**src/rtl/rpn_stack_evaluator_assert.svh**
```systemverilog
// ----------------------------------------------------------------------------
// RPN stack evaluator assertion macros
// Concurrent assertion wrappers used by the evaluator top level.
// ----------------------------------------------------------------------------
`ifndef RPN_STACK_EVALUATOR_ASSERT_SVH
`define RPN_STACK_EVALUATOR_ASSERT_SVH

`ifndef SYNTHESIS

`define RSE_ASSERT_IMP(lbl, clk, rst, ante, cons) \
  lbl: assert property (@(posedge clk) disable iff (rst) (ante) |-> (cons)) \
    else $error("implication check failed");

`define RSE_ASSERT_NEVER(lbl, clk, rst, cond) \
  lbl: assert property (@(posedge clk) disable iff (rst) !(cond)) \
    else $error("forbidden condition seen");

`else

`define RSE_ASSERT_IMP(lbl, clk, rst, ante, cons)

`define RSE_ASSERT_NEVER(lbl, clk, rst, cond)

`endif

`endif

```
**src/rtl/rse_pkg.sv**
```systemverilog
// ----------------------------------------------------------------------------
// RPN stack evaluator package
// Shared sizes, character codes, status codes and request types.
// ----------------------------------------------------------------------------
`default_nettype none

package rse_pkg;

  localparam int STACK_DEPTH = 32;
  localparam int CNT_W       = $clog2(STACK_DEPTH + 1);
  localparam int RAM_DEPTH   = STACK_DEPTH - 1;
  localparam int RAM_AW      = (RAM_DEPTH > 1) ? $clog2(RAM_DEPTH) : 1;
  localparam int DIV_W       = 16;
  localparam int DIV_CNT_W   = $clog2(DIV_W);

  localparam logic [7:0] CH_TAB   = 8'd9;
  localparam logic [7:0] CH_CR    = 8'd13;
  localparam logic [7:0] CH_SPACE = 8'd32;
  localparam logic [7:0] CH_ZERO  = 8'h30;
  localparam logic [7:0] CH_NINE  = 8'h39;
  localparam logic [7:0] CH_PLUS  = 8'h2B;
  localparam logic [7:0] CH_MINUS = 8'h2D;
  localparam logic [7:0] CH_STAR  = 8'h2A;
  localparam logic [7:0] CH_SLASH = 8'h2F;

  localparam logic [2:0] STAT_OK       = 3'd0;
  localparam logic [2:0] STAT_FEW      = 3'd1;
  localparam logic [2:0] STAT_BADCHAR  = 3'd2;
  localparam logic [2:0] STAT_COUNT    = 3'd3;
  localparam logic [2:0] STAT_DIVZERO  = 3'd4;
  localparam logic [2:0] STAT_OVERFLOW = 3'd5;

  typedef enum logic [2:0] {
    K_NOP, K_DIGIT, K_ADD, K_SUB, K_MUL, K_DIV, K_BAD
  } kind_t;

  typedef struct packed {
    kind_t       kind;
    logic [3:0]  digit;
    logic        last;
  } item_t;

  typedef enum logic [1:0] {
    ST_IDLE, ST_OPND, ST_DIVW, ST_FIN
  } state_t;

  function automatic logic is_op(kind_t k);
    return (k == K_ADD) || (k == K_SUB) || (k == K_MUL) || (k == K_DIV);
  endfunction

endpackage

`default_nettype wire

```
**src/rtl/rse_ram.sv**
```systemverilog
// ----------------------------------------------------------------------------
// Generic RAM
// One write port, one read port with registered read data.
// ----------------------------------------------------------------------------
`default_nettype none

module rse_ram #(
  parameter int WIDTH = 32,
  parameter int DEPTH = 32,
  localparam int AW = (DEPTH > 1) ? $clog2(DEPTH) : 1
) (
  input  wire logic             clk,
  input  wire logic             we,
  input  wire logic [AW-1:0]    waddr,
  input  wire logic [WIDTH-1:0] wdata,
  input  wire logic             re,
  input  wire logic [AW-1:0]    raddr,
  output logic      [WIDTH-1:0] rdata
);

  logic [WIDTH-1:0] mem [DEPTH];

  always_ff @(posedge clk) begin
    if (we) begin
      mem[waddr] <= wdata;
    end
    if (re) begin
      rdata <= mem[raddr];
    end
  end

endmodule

`default_nettype wire

```
**src/rtl/rse_front.sv**
```systemverilog
// ----------------------------------------------------------------------------
// RPN stack evaluator front end
// Accepts characters, classifies them and queues requests for the back end.
// ----------------------------------------------------------------------------
`default_nettype none

module rse_front (
  input  wire logic          push,
  output logic               full,
  input  wire logic [7:0]    char_code,
  input  wire logic          end_of_expr,
  input  wire logic          q_full,
  output logic               q_push,
  output rse_pkg::item_t     q_item
);

  import rse_pkg::*;

  logic       is_ws;
  logic       is_digit;
  logic [7:0] dval;
  kind_t      kind;

  assign is_ws    = ((char_code >= CH_TAB) && (char_code <= CH_CR)) || (char_code == CH_SPACE);
  assign is_digit = (char_code >= CH_ZERO) && (char_code <= CH_NINE);
  assign dval     = char_code - CH_ZERO;

  always_comb begin
    kind = K_BAD;
    if (is_ws) begin
      kind = K_NOP;
    end else if (is_digit) begin
      kind = K_DIGIT;
    end else begin
      case (char_code)
        CH_PLUS:  kind = K_ADD;
        CH_MINUS: kind = K_SUB;
        CH_STAR:  kind = K_MUL;
        CH_SLASH: kind = K_DIV;
        default:  kind = K_BAD;
      endcase
    end
  end

  // drop whitespace unless it closes the expression
  assign full         = q_full;
  assign q_push       = push && !q_full && !(is_ws && !end_of_expr);
  assign q_item.kind  = kind;
  assign q_item.digit = dval[3:0];
  assign q_item.last  = end_of_expr;

endmodule

`default_nettype wire

```
**src/rtl/rse_queue.sv**
```systemverilog
// ----------------------------------------------------------------------------
// RPN stack evaluator request queue
// Two-entry queue between the front end and the back end.
// ----------------------------------------------------------------------------
`default_nettype none

module rse_queue (
  input  wire logic           clk,
  input  wire logic           rst,
  input  wire logic           wr,
  input  wire rse_pkg::item_t wdata,
  output logic                q_full,
  input  wire logic           rd,
  output rse_pkg::item_t      rdata,
  output logic                q_empty
);

  import rse_pkg::*;

  item_t      slot [2];
  logic       wptr;
  logic       rptr;
  logic [1:0] fill;
  logic       do_wr;
  logic       do_rd;

  assign q_full  = (fill == 2'd2);
  assign q_empty = (fill == 2'd0);
  assign do_wr   = wr && !q_full;
  assign do_rd   = rd && !q_empty;
  assign rdata   = slot[rptr];

  always_ff @(posedge clk) begin
    if (rst) begin
      wptr <= 1'b0;
      rptr <= 1'b0;
      fill <= 2'd0;
    end else begin
      if (do_wr) begin
        wptr <= !wptr;
      end
      if (do_rd) begin
        rptr <= !rptr;
      end
      fill <= fill + {1'b0, do_wr} - {1'b0, do_rd};
    end
  end

  always_ff @(posedge clk) begin
    if (do_wr) begin
      slot[wptr] <= wdata;
    end
  end

endmodule

`default_nettype wire

```
**src/rtl/rse_div.sv**
```systemverilog
// ----------------------------------------------------------------------------
// RPN stack evaluator divider
// Restoring divider on operand magnitudes, one quotient bit per cycle.
// ----------------------------------------------------------------------------
`default_nettype none

module rse_div (
  input  wire logic                        clk,
  input  wire logic                        rst,
  input  wire logic                        start,
  input  wire logic [rse_pkg::DIV_W-1:0]   dividend,
  input  wire logic [rse_pkg::DIV_W-1:0]   divisor,
  input  wire logic                        neg,
  output logic                             done,
  output logic [31:0]                      quotient
);

  import rse_pkg::*;

  logic                 busy;
  logic [DIV_CNT_W-1:0] step;
  logic [DIV_W-1:0]     rem;
  logic [DIV_W-1:0]     quo;
  logic [DIV_W-1:0]     dsr;
  logic                 neg_r;
  logic [DIV_W:0]       shifted;
  logic [DIV_W:0]       diff;
  logic [31:0]          qext;

  assign shifted  = {rem, quo[DIV_W-1]};
  assign diff     = shifted - {1'b0, dsr};
  assign qext     = {{(32 - DIV_W){1'b0}}, quo};
  assign quotient = neg_r ? (32'd0 - qext) : qext;

  always_ff @(posedge clk) begin
    if (rst) begin
      busy <= 1'b0;
      done <= 1'b0;
    end else begin
      done <= 1'b0;
      if (start) begin
        busy <= 1'b1;
      end else if (busy && (step == DIV_CNT_W'(DIV_W - 1))) begin
        busy <= 1'b0;
        done <= 1'b1;
      end
    end
  end

  always_ff @(posedge clk) begin
    if (start) begin
      rem   <= '0;
      quo   <= dividend;
      dsr   <= divisor;
      neg_r <= neg;
      step  <= '0;
    end else if (busy) begin
      step <= step + DIV_CNT_W'(1);
      if (!diff[DIV_W]) begin
        rem <= diff[DIV_W-1:0];
        quo <= {quo[DIV_W-2:0], 1'b1};
      end else begin
        rem <= shifted[DIV_W-1:0];
        quo <= {quo[DIV_W-2:0], 1'b0};
      end
    end
  end

endmodule

`default_nettype wire

```
**src/rtl/rse_back.sv**
```systemverilog
// ----------------------------------------------------------------------------
// RPN stack evaluator back end
// Executes queued requests on the operand stack and registers the result.
// ----------------------------------------------------------------------------
`default_nettype none

module rse_back (
  input  wire logic           clk,
  input  wire logic           rst,
  input  wire logic           q_empty,
  input  wire rse_pkg::item_t q_item,
  output logic                q_pop,
  output logic                empty,
  input  wire logic           pop,
  output logic signed [31:0]  value,
  output logic [2:0]          status
);

  import rse_pkg::*;

  state_t                state;
  state_t                state_next;
  logic [CNT_W-1:0]      cnt;
  logic [CNT_W-1:0]      cnt_next;
  logic [2:0]            err;
  logic [2:0]            err_next;
  logic [31:0]           tos;
  logic [31:0]           tos_next;
  kind_t                 cur_kind;
  logic                  cur_last;
  logic                  out_valid;
  logic                  out_load;
  logic [31:0]           out_value;
  logic [2:0]            out_status;

  logic                  err_ok;
  logic                  few;
  logic                  out_free;
  logic                  ram_we;
  logic                  ram_re;
  logic [CNT_W-1:0]      widx;
  logic [CNT_W-1:0]      ridx;
  logic [31:0]           rdata;
  logic signed [15:0]    opa;
  logic signed [15:0]    opb;
  logic [31:0]           sum;
  logic [31:0]           dif;
  logic signed [31:0]    prod;
  logic [15:0]           mag_a;
  logic [15:0]           mag_b;
  logic                  div_start;
  logic                  div_done;
  logic [31:0]           div_q;
  logic [2:0]            fin_status;

  assign err_ok   = (err == STAT_OK);
  assign few      = (cnt < CNT_W'(2));
  assign out_free = !out_valid || pop;
  assign widx     = cnt - CNT_W'(1);
  assign ridx     = cnt - CNT_W'(2);

  assign opa   = rdata[15:0];
  assign opb   = tos[15:0];
  assign sum   = {{16{opa[15]}}, opa} + {{16{opb[15]}}, opb};
  assign dif   = {{16{opa[15]}}, opa} - {{16{opb[15]}}, opb};
  assign prod  = 32'(opa) * 32'(opb);
  assign mag_a = opa[15] ? (16'd0 - opa) : opa;
  assign mag_b = opb[15] ? (16'd0 - opb) : opb;

  assign fin_status = !err_ok ? err : ((cnt != CNT_W'(1)) ? STAT_COUNT : STAT_OK);

  rse_ram #(
    .WIDTH (32),
    .DEPTH (RAM_DEPTH)
  ) u_stack (
    .clk   (clk),
    .we    (ram_we),
    .waddr (widx[RAM_AW-1:0]),
    .wdata (tos),
    .re    (ram_re),
    .raddr (ridx[RAM_AW-1:0]),
    .rdata (rdata)
  );

  rse_div u_div (
    .clk      (clk),
    .rst      (rst),
    .start    (div_start),
    .dividend (mag_a),
    .divisor  (mag_b),
    .neg      (opa[15] ^ opb[15]),
    .done     (div_done),
    .quotient (div_q)
  );

  always_comb begin
    state_next = state;
    case (state)
      ST_IDLE: begin
        if (!q_empty) begin
          if (err_ok && is_op(q_item.kind) && !few) begin
            state_next = ST_OPND;
          end else if (q_item.last) begin
            state_next = ST_FIN;
          end
        end
      end
      ST_OPND: begin
        if ((cur_kind == K_DIV) && (opb != 16'sd0)) begin
          state_next = ST_DIVW;
        end else begin
          state_next = cur_last ? ST_FIN : ST_IDLE;
        end
      end
      ST_DIVW: begin
        if (div_done) begin
          state_next = cur_last ? ST_FIN : ST_IDLE;
        end
      end
      ST_FIN: begin
        if (out_free) begin
          state_next = ST_IDLE;
        end
      end
      default: state_next = ST_IDLE;
    endcase
  end

  always_comb begin
    q_pop     = 1'b0;
    ram_we    = 1'b0;
    ram_re    = 1'b0;
    div_start = 1'b0;
    out_load  = 1'b0;
    cnt_next  = cnt;
    err_next  = err;
    tos_next  = tos;
    case (state)
      ST_IDLE: begin
        q_pop = !q_empty;
        if (!q_empty && err_ok) begin
          case (q_item.kind)
            K_DIGIT: begin
              if (cnt == CNT_W'(STACK_DEPTH)) begin
                err_next = STAT_OVERFLOW;
              end else begin
                ram_we   = (cnt != '0);
                tos_next = {28'd0, q_item.digit};
                cnt_next = cnt + CNT_W'(1);
              end
            end
            K_ADD, K_SUB, K_MUL, K_DIV: begin
              if (few) begin
                err_next = STAT_FEW;
              end else begin
                ram_re = 1'b1;
              end
            end
            K_BAD:   err_next = STAT_BADCHAR;
            default: err_next = err;
          endcase
        end
      end
      ST_OPND: begin
        case (cur_kind)
          K_ADD: begin
            tos_next = sum;
            cnt_next = cnt - CNT_W'(1);
          end
          K_SUB: begin
            tos_next = dif;
            cnt_next = cnt - CNT_W'(1);
          end
          K_MUL: begin
            tos_next = prod;
            cnt_next = cnt - CNT_W'(1);
          end
          K_DIV: begin
            if (opb == 16'sd0) begin
              err_next = STAT_DIVZERO;
            end else begin
              div_start = 1'b1;
            end
          end
          default: tos_next = tos;
        endcase
      end
      ST_DIVW: begin
        if (div_done) begin
          tos_next = div_q;
          cnt_next = cnt - CNT_W'(1);
        end
      end
      ST_FIN: begin
        if (out_free) begin
          out_load = 1'b1;
          cnt_next = '0;
          err_next = STAT_OK;
        end
      end
      default: cnt_next = cnt;
    endcase
  end

  always_ff @(posedge clk) begin
    if (rst) begin
      state     <= ST_IDLE;
      cnt       <= '0;
      err       <= STAT_OK;
      out_valid <= 1'b0;
    end else begin
      state <= state_next;
      cnt   <= cnt_next;
      err   <= err_next;
      if (out_load) begin
        out_valid <= 1'b1;
      end else if (pop) begin
        out_valid <= 1'b0;
      end
    end
  end

  always_ff @(posedge clk) begin
    tos <= tos_next;
    if (q_pop) begin
      cur_kind <= q_item.kind;
      cur_last <= q_item.last;
    end
    if (out_load) begin
      out_status <= fin_status;
      out_value  <= (fin_status == STAT_OK) ? tos : 32'd0;
    end
  end

  assign empty  = !out_valid;
  assign value  = out_value;
  assign status = out_status;

endmodule

`default_nettype wire

```
**src/rtl/rpn_stack_evaluator.sv**
```systemverilog
// ----------------------------------------------------------------------------
// RPN stack evaluator
// Takes one character of a reverse Polish expression per request and, on the
// character flagged as last, offers one result (value and status). A front
// end classifies characters into a two-entry queue; a back end runs them on a
// stack whose top sits in a register and whose lower entries sit in a RAM.
// Whitespace that does not end the expression never reaches the back end. A
// digit is pushed onto the stack; + - * first read the lower operand from the
// RAM, then apply the operation; / reads the lower operand, then waits for the
// sixteen-step divider. The final character then loads the result register,
// which holds one result; the back end waits there while an older result is
// still not taken. No clearing pass is needed after reset.
// ----------------------------------------------------------------------------
`default_nettype none

`include "rpn_stack_evaluator_assert.svh"

module rpn_stack_evaluator (
  input  wire logic          clk,
  input  wire logic          rst,
  input  wire logic          push,
  output logic               full,
  input  wire logic [7:0]    char_code,
  input  wire logic          end_of_expr,
  output logic               empty,
  input  wire logic          pop,
  output logic signed [31:0] value,
  output logic [2:0]         status
);

  import rse_pkg::*;

  logic  q_full;
  logic  q_empty;
  logic  q_push;
  logic  q_pop;
  item_t f_item;
  item_t b_item;

  rse_front u_front (
    .push        (push),
    .full        (full),
    .char_code   (char_code),
    .end_of_expr (end_of_expr),
    .q_full      (q_full),
    .q_push      (q_push),
    .q_item      (f_item)
  );

  rse_queue u_queue (
    .clk     (clk),
    .rst     (rst),
    .wr      (q_push),
    .wdata   (f_item),
    .q_full  (q_full),
    .rd      (q_pop),
    .rdata   (b_item),
    .q_empty (q_empty)
  );

  rse_back u_back (
    .clk     (clk),
    .rst     (rst),
    .q_empty (q_empty),
    .q_item  (b_item),
    .q_pop   (q_pop),
    .empty   (empty),
    .pop     (pop),
    .value   (value),
    .status  (status)
  );

  `RSE_ASSERT_IMP(a_err_zero_value, clk, rst, !empty && (status != STAT_OK), value == 32'sd0)
  `RSE_ASSERT_NEVER(a_pop_when_empty, clk, rst, q_pop && q_empty)
  `RSE_ASSERT_NEVER(a_push_when_full, clk, rst, q_push && q_full)

endmodule

`default_nettype wire
```
**config.mk**
```make
export PLATFORM = sky130hd
export DESIGN_NAME = rpn_stack_evaluator
export DESIGN_NICKNAME = d
export VERILOG_FILES = /design/src/rtl/rse_pkg.sv /design/src/rtl/rse_ram.sv /design/src/rtl/rse_front.sv /design/src/rtl/rse_queue.sv /design/src/rtl/rse_div.sv /design/src/rtl/rse_back.sv /design/src/rtl/rpn_stack_evaluator.sv
export VERILOG_INCLUDE_DIRS = /design/src /design/src/rtl
export SDC_FILE = /design/constraint.sdc
export NUM_CORES = 2
export LEC_CHECK = 0
export BUFFER_PORTS_ARGS = -buffer_cell sky130_fd_sc_hd__buf_2
export CAP_MARGIN = 40
export CORE_ASPECT_RATIO = 1.75
export CORE_MARGIN = 2
export CORE_UTILIZATION = 40
export DETAILED_ROUTE_END_ITERATION = 12
export PLACE_DENSITY = 0.68
export SLEW_MARGIN = 5
export SYNTH_ARGS = -nofsm -noshare
export SYNTH_HDL_FRONTEND = slang
export SYNTH_SLANG_ARGS = --single-unit
export TNS_END_PERCENT = 100
```
**constraint.sdc**
```tcl
create_clock -name clk -period 6.69 [get_ports clk]
set_clock_uncertainty 0.05 [all_clocks]
set_input_delay 0.3345 -clock clk [delete_from_list [all_inputs] [get_ports clk]]
set_output_delay 0.3345 -clock clk [all_outputs]
set_load 0.05 [all_outputs]
```
==> metrics.txt <==
Critical Path Source=u_back.tos[10]$_DFFE_PP_; vias after detailed routing=approximately 24000; top_reg_cell synth=edfxtp_1; initial antenna violation count=5; Routed WL per cell=23.6 um; CTS tree=built; Clock Latency Late Sink=0.63 ns; cell mode on critical path=fa_1; Synth Area in Adders=0.183; fmax=roughly 160 MHz; worst r2r src=u_back.tos[10]$_DFFE_PP_; Crit Reg-Reg Endpoint=u_back.tos[15]$_DFFE_PP_; sequential area share after synthesis=0.503; placed cells=between 4000 and 5000; Critical Path RT=7.09 ns; Yosys top cell area share=0.483; first-pass GRT wire length=about 160 mm; Synth Area in Simple Gates=0.0821; Die Y=roughly 420 um; Finished Cell Area=roughly 44000 um2; Site Rows=approximately 150; Crit Path Category=reg -> reg; Gate Count Post-Synth=2943; Hold Path Class=in -> reg; final WL=around 100 mm; status=finished clean; worst hold endpoint=u_queue.wptr$_SDFFE_PP0P_; Die X=~240 um; hold wc startpoint=push; Final nets=~3500; slowest CP cell=edfxtp_1; Area Overhead vs Synth=11.6%; final setup margin=0.239 ns; H-tree depth=2; hold violation total from the final report=0; syn avg cell area=roughly 13 um2; vias in the first global route=about 26000; largest family of logic cells by synthesized area=adder cells; XOR/XNOR share of the synthesized area=0.0236; Seq cells post-synth=between 600 and 700; Tightest Pin Transition=0.910 ns; Max FO, Critical Path=32; IO Count=50; Initial Utilization=0.402; CTS sink cnt=about 670; Max-cap violations=0; Place WS=0.188 ns; fin crit share=0.964; Die Area=between 100000 and 150000 um2; Synth Cell Area=~39000 um2; 1st-pass router iterations=7; CTS Buf Count=53; CP startpoint kind=flip-flop; CP cell instances=buf_12 -> buf_4 -> clkinvlp_4 -> buf_4 -> nor2_1 -> ha_1 -> fa_1 -> ha_1 -> fa_1 -> fa_1 -> inv_1 -> fa_1 -> inv_1 -> ha_1 -> a21oi_1 -> nand3b_1 -> and3b_1 -> o21bai_1 -> a21oi_2 -> xnor2_1 -> o21ai_0 -> a221o_1 -> o21ai_1; post-synthesis mux area share=0.0967; placed inst area=around 42000 um2; reg-to-reg setup timing slack=0.24 ns; r2r worst-path depth=23; Synth Warn #=0; synth cell count leaders=edfxtp_1, inv_1, fa_1; unrepaired setup endpoints after global routing=no; most instantiated library cell after synthesis=edfxtp_1; Iter 0 DRT Violations=around 1400; Clock Pin Slew Worst Setup and Hold Paths=roughly 0.09 ns; final non-filler cell total=4400; Post-synth EDFFs=632; GP Congestion=approximately 0.94; syn_nets=3372; synth top area cells=edfxtp_1, fa_1, mux4_2, ha_1, inv_1; min Tclk post-route=between 6 and 7 ns; Tot GR Track Use=0.210; Clock Path Buffers=3; Synth cell types=83; hold path depth=4; Max Slew Vio Count=0; DR DRC count=0; Synth Area in Compound Gates=0.0641; WP data arrival=6.85 ns; clk root buf=clkbuf_16; Setup TNS=0 ns; pin count of the biggest net entering global routing=just under 60; Core Area=~100000 um2; area leader, netlist=edfxtp_1; Rel. slew slack=0.393; via/cell ratio=roughly 5.5; Detail Route Antenna Nets=0; Synth async-reset ratio=0; Final setup viols=0; PortBufs=49; layout cells sized above 1=0.151; dpl hpwl=between 70 and 80 mm; CP Capture Type=flip-flop; CP peak stage delay=~0.54 ns; total gr overflow=0
layout make-up:
| cell class | instances | area [um2] |
|---|---|---|
| Tap cell | 1309 | 1640 |
| Inverter | 358 | 1350 |
| Timing Repair Buffer | 189 | 1540 |
| Clock buffer | 58 | 1370 |
| Multi-Input combinational cell | 1777 | 17800 |
| Clock inverter | 37 | 445 |
| Fill cell | 8750 | 53900 |
| Sequential cell | 671 | 19800 |
| Antenna cell | 1 | 2.50 |
critical path: cells and delay by family, from the launching register on:
kind	cells	cell delay, ns
buffers and inverters	6	0.99
adders and majority gates	7	2.67
DFF	1	0.54
xor gates and xnor gates	1	0.25
and+or+nand+nor	3	0.52
AOI/OAI and AO/OA	6	1.23
sequential cells by signal, summed over array words and instances (netlist names), named ones only:
name                  count
u_back.u_div.busy         1
u_back.state              2
u_back.u_div.done         1
u_back.tos               32
u_back.cnt                6
u_back.out_valid          1
u_queue.rptr              1
u_back.u_div.step         4
u_back.u_stack.rdata     16
u_back.u_div.dsr         16
u_back.u_stack.mem      496
u_back.u_div.rem         16
u_back.cur_last           1
u_queue.slot             16
u_back.err                3
u_back.cur_kind           3
u_queue.wptr              1
u_back.u_div.neg_r        1
u_back.value             32
u_back.u_div.quo         16
u_queue.fill              2
u_back.status             3
worst max path at each step:
stage / end / slack [ns] / cells past startpoint
floorplan: u_back.tos[31]$_DFFE_PP_ / -0.009 / 22
global placement: u_back.tos[31]$_DFFE_PP_ / 0.25 / 20
detailed placement: u_back.tos[31]$_DFFE_PP_ / 0.19 / 21
CTS: u_back.tos[31]$_DFFE_PP_ / 0.17 / 21
global route: u_back.tos[30]$_DFFE_PP_ / 0.01 / 24
finish: u_back.tos[15]$_DFFE_PP_ / 0.24 / 23
routing by layer:
layer  global-route usage  vias to the layer above  part of all wire
met5                    0                        -           0.00012
met1                0.216                    12300              0.33
met2                0.395                      867              0.54
met3               0.0212                      332             0.046
li1                     -                    10600                 -
met4                0.144                        2             0.081
cell usage in the layout (no fill, tap or decap), drive strengths merged, types with 8 or more instances in the layout:
cell type  synthesis  final
edfxtp           632    632
inv              357    362
fa               265    265
nand2            216    216
buf               21    184
nor2             167    167
ha               151    151
mux4             144    144
and2             131    131
a21oi            100    100
o21ai            100    100
xnor2             70     70
clkbuf           116     58
dfxtp             39     39
xor2              36     36
mux2i             32     32
nor2b             26     26
nand3             25     25
nand2b            21     21
a21o              21     21
nor3              21     21
clkinv             1     21
mux2              20     20
a22oi             19     19
o22ai             17     17
o31ai             15     15
a211oi            15     15
or3               12     12
a31oi             11     11
o41ai             10     10
o21a              10     10
nand4              8      8
o21bai             8      8
bufinv             0      8
o221ai             8      8
repair_timing:
item                                    CTS  global route
resized for setup                         0             9
endpoints found under the setup margin    0             8
hold buffers                              5             0
buffers inserted                          0             8
endpoints found under the hold margin    10             0
metrics by stage:
stage               hold slack (ns)   util
global route                  0.135  0.449
CTS                          0.0980  0.448
global placement              0.406  0.428
detailed placement            0.415  0.429
floorplan                     0.383      -
finish                        0.133  0.449
cell families after synthesis:
logic type / Yosys count
multiplexers: 196
flip-flops: 671
buffers and inverters: 495
adder cells (fa/ha/maj): 416
AND/OR/NAND/NOR: 666
AO/OA/AOI/OAI: 393
XOR/XNOR: 106
Power is not shown: default switching activity piles up to over one toggle a cycle in this logic, so the estimate is an artifact.
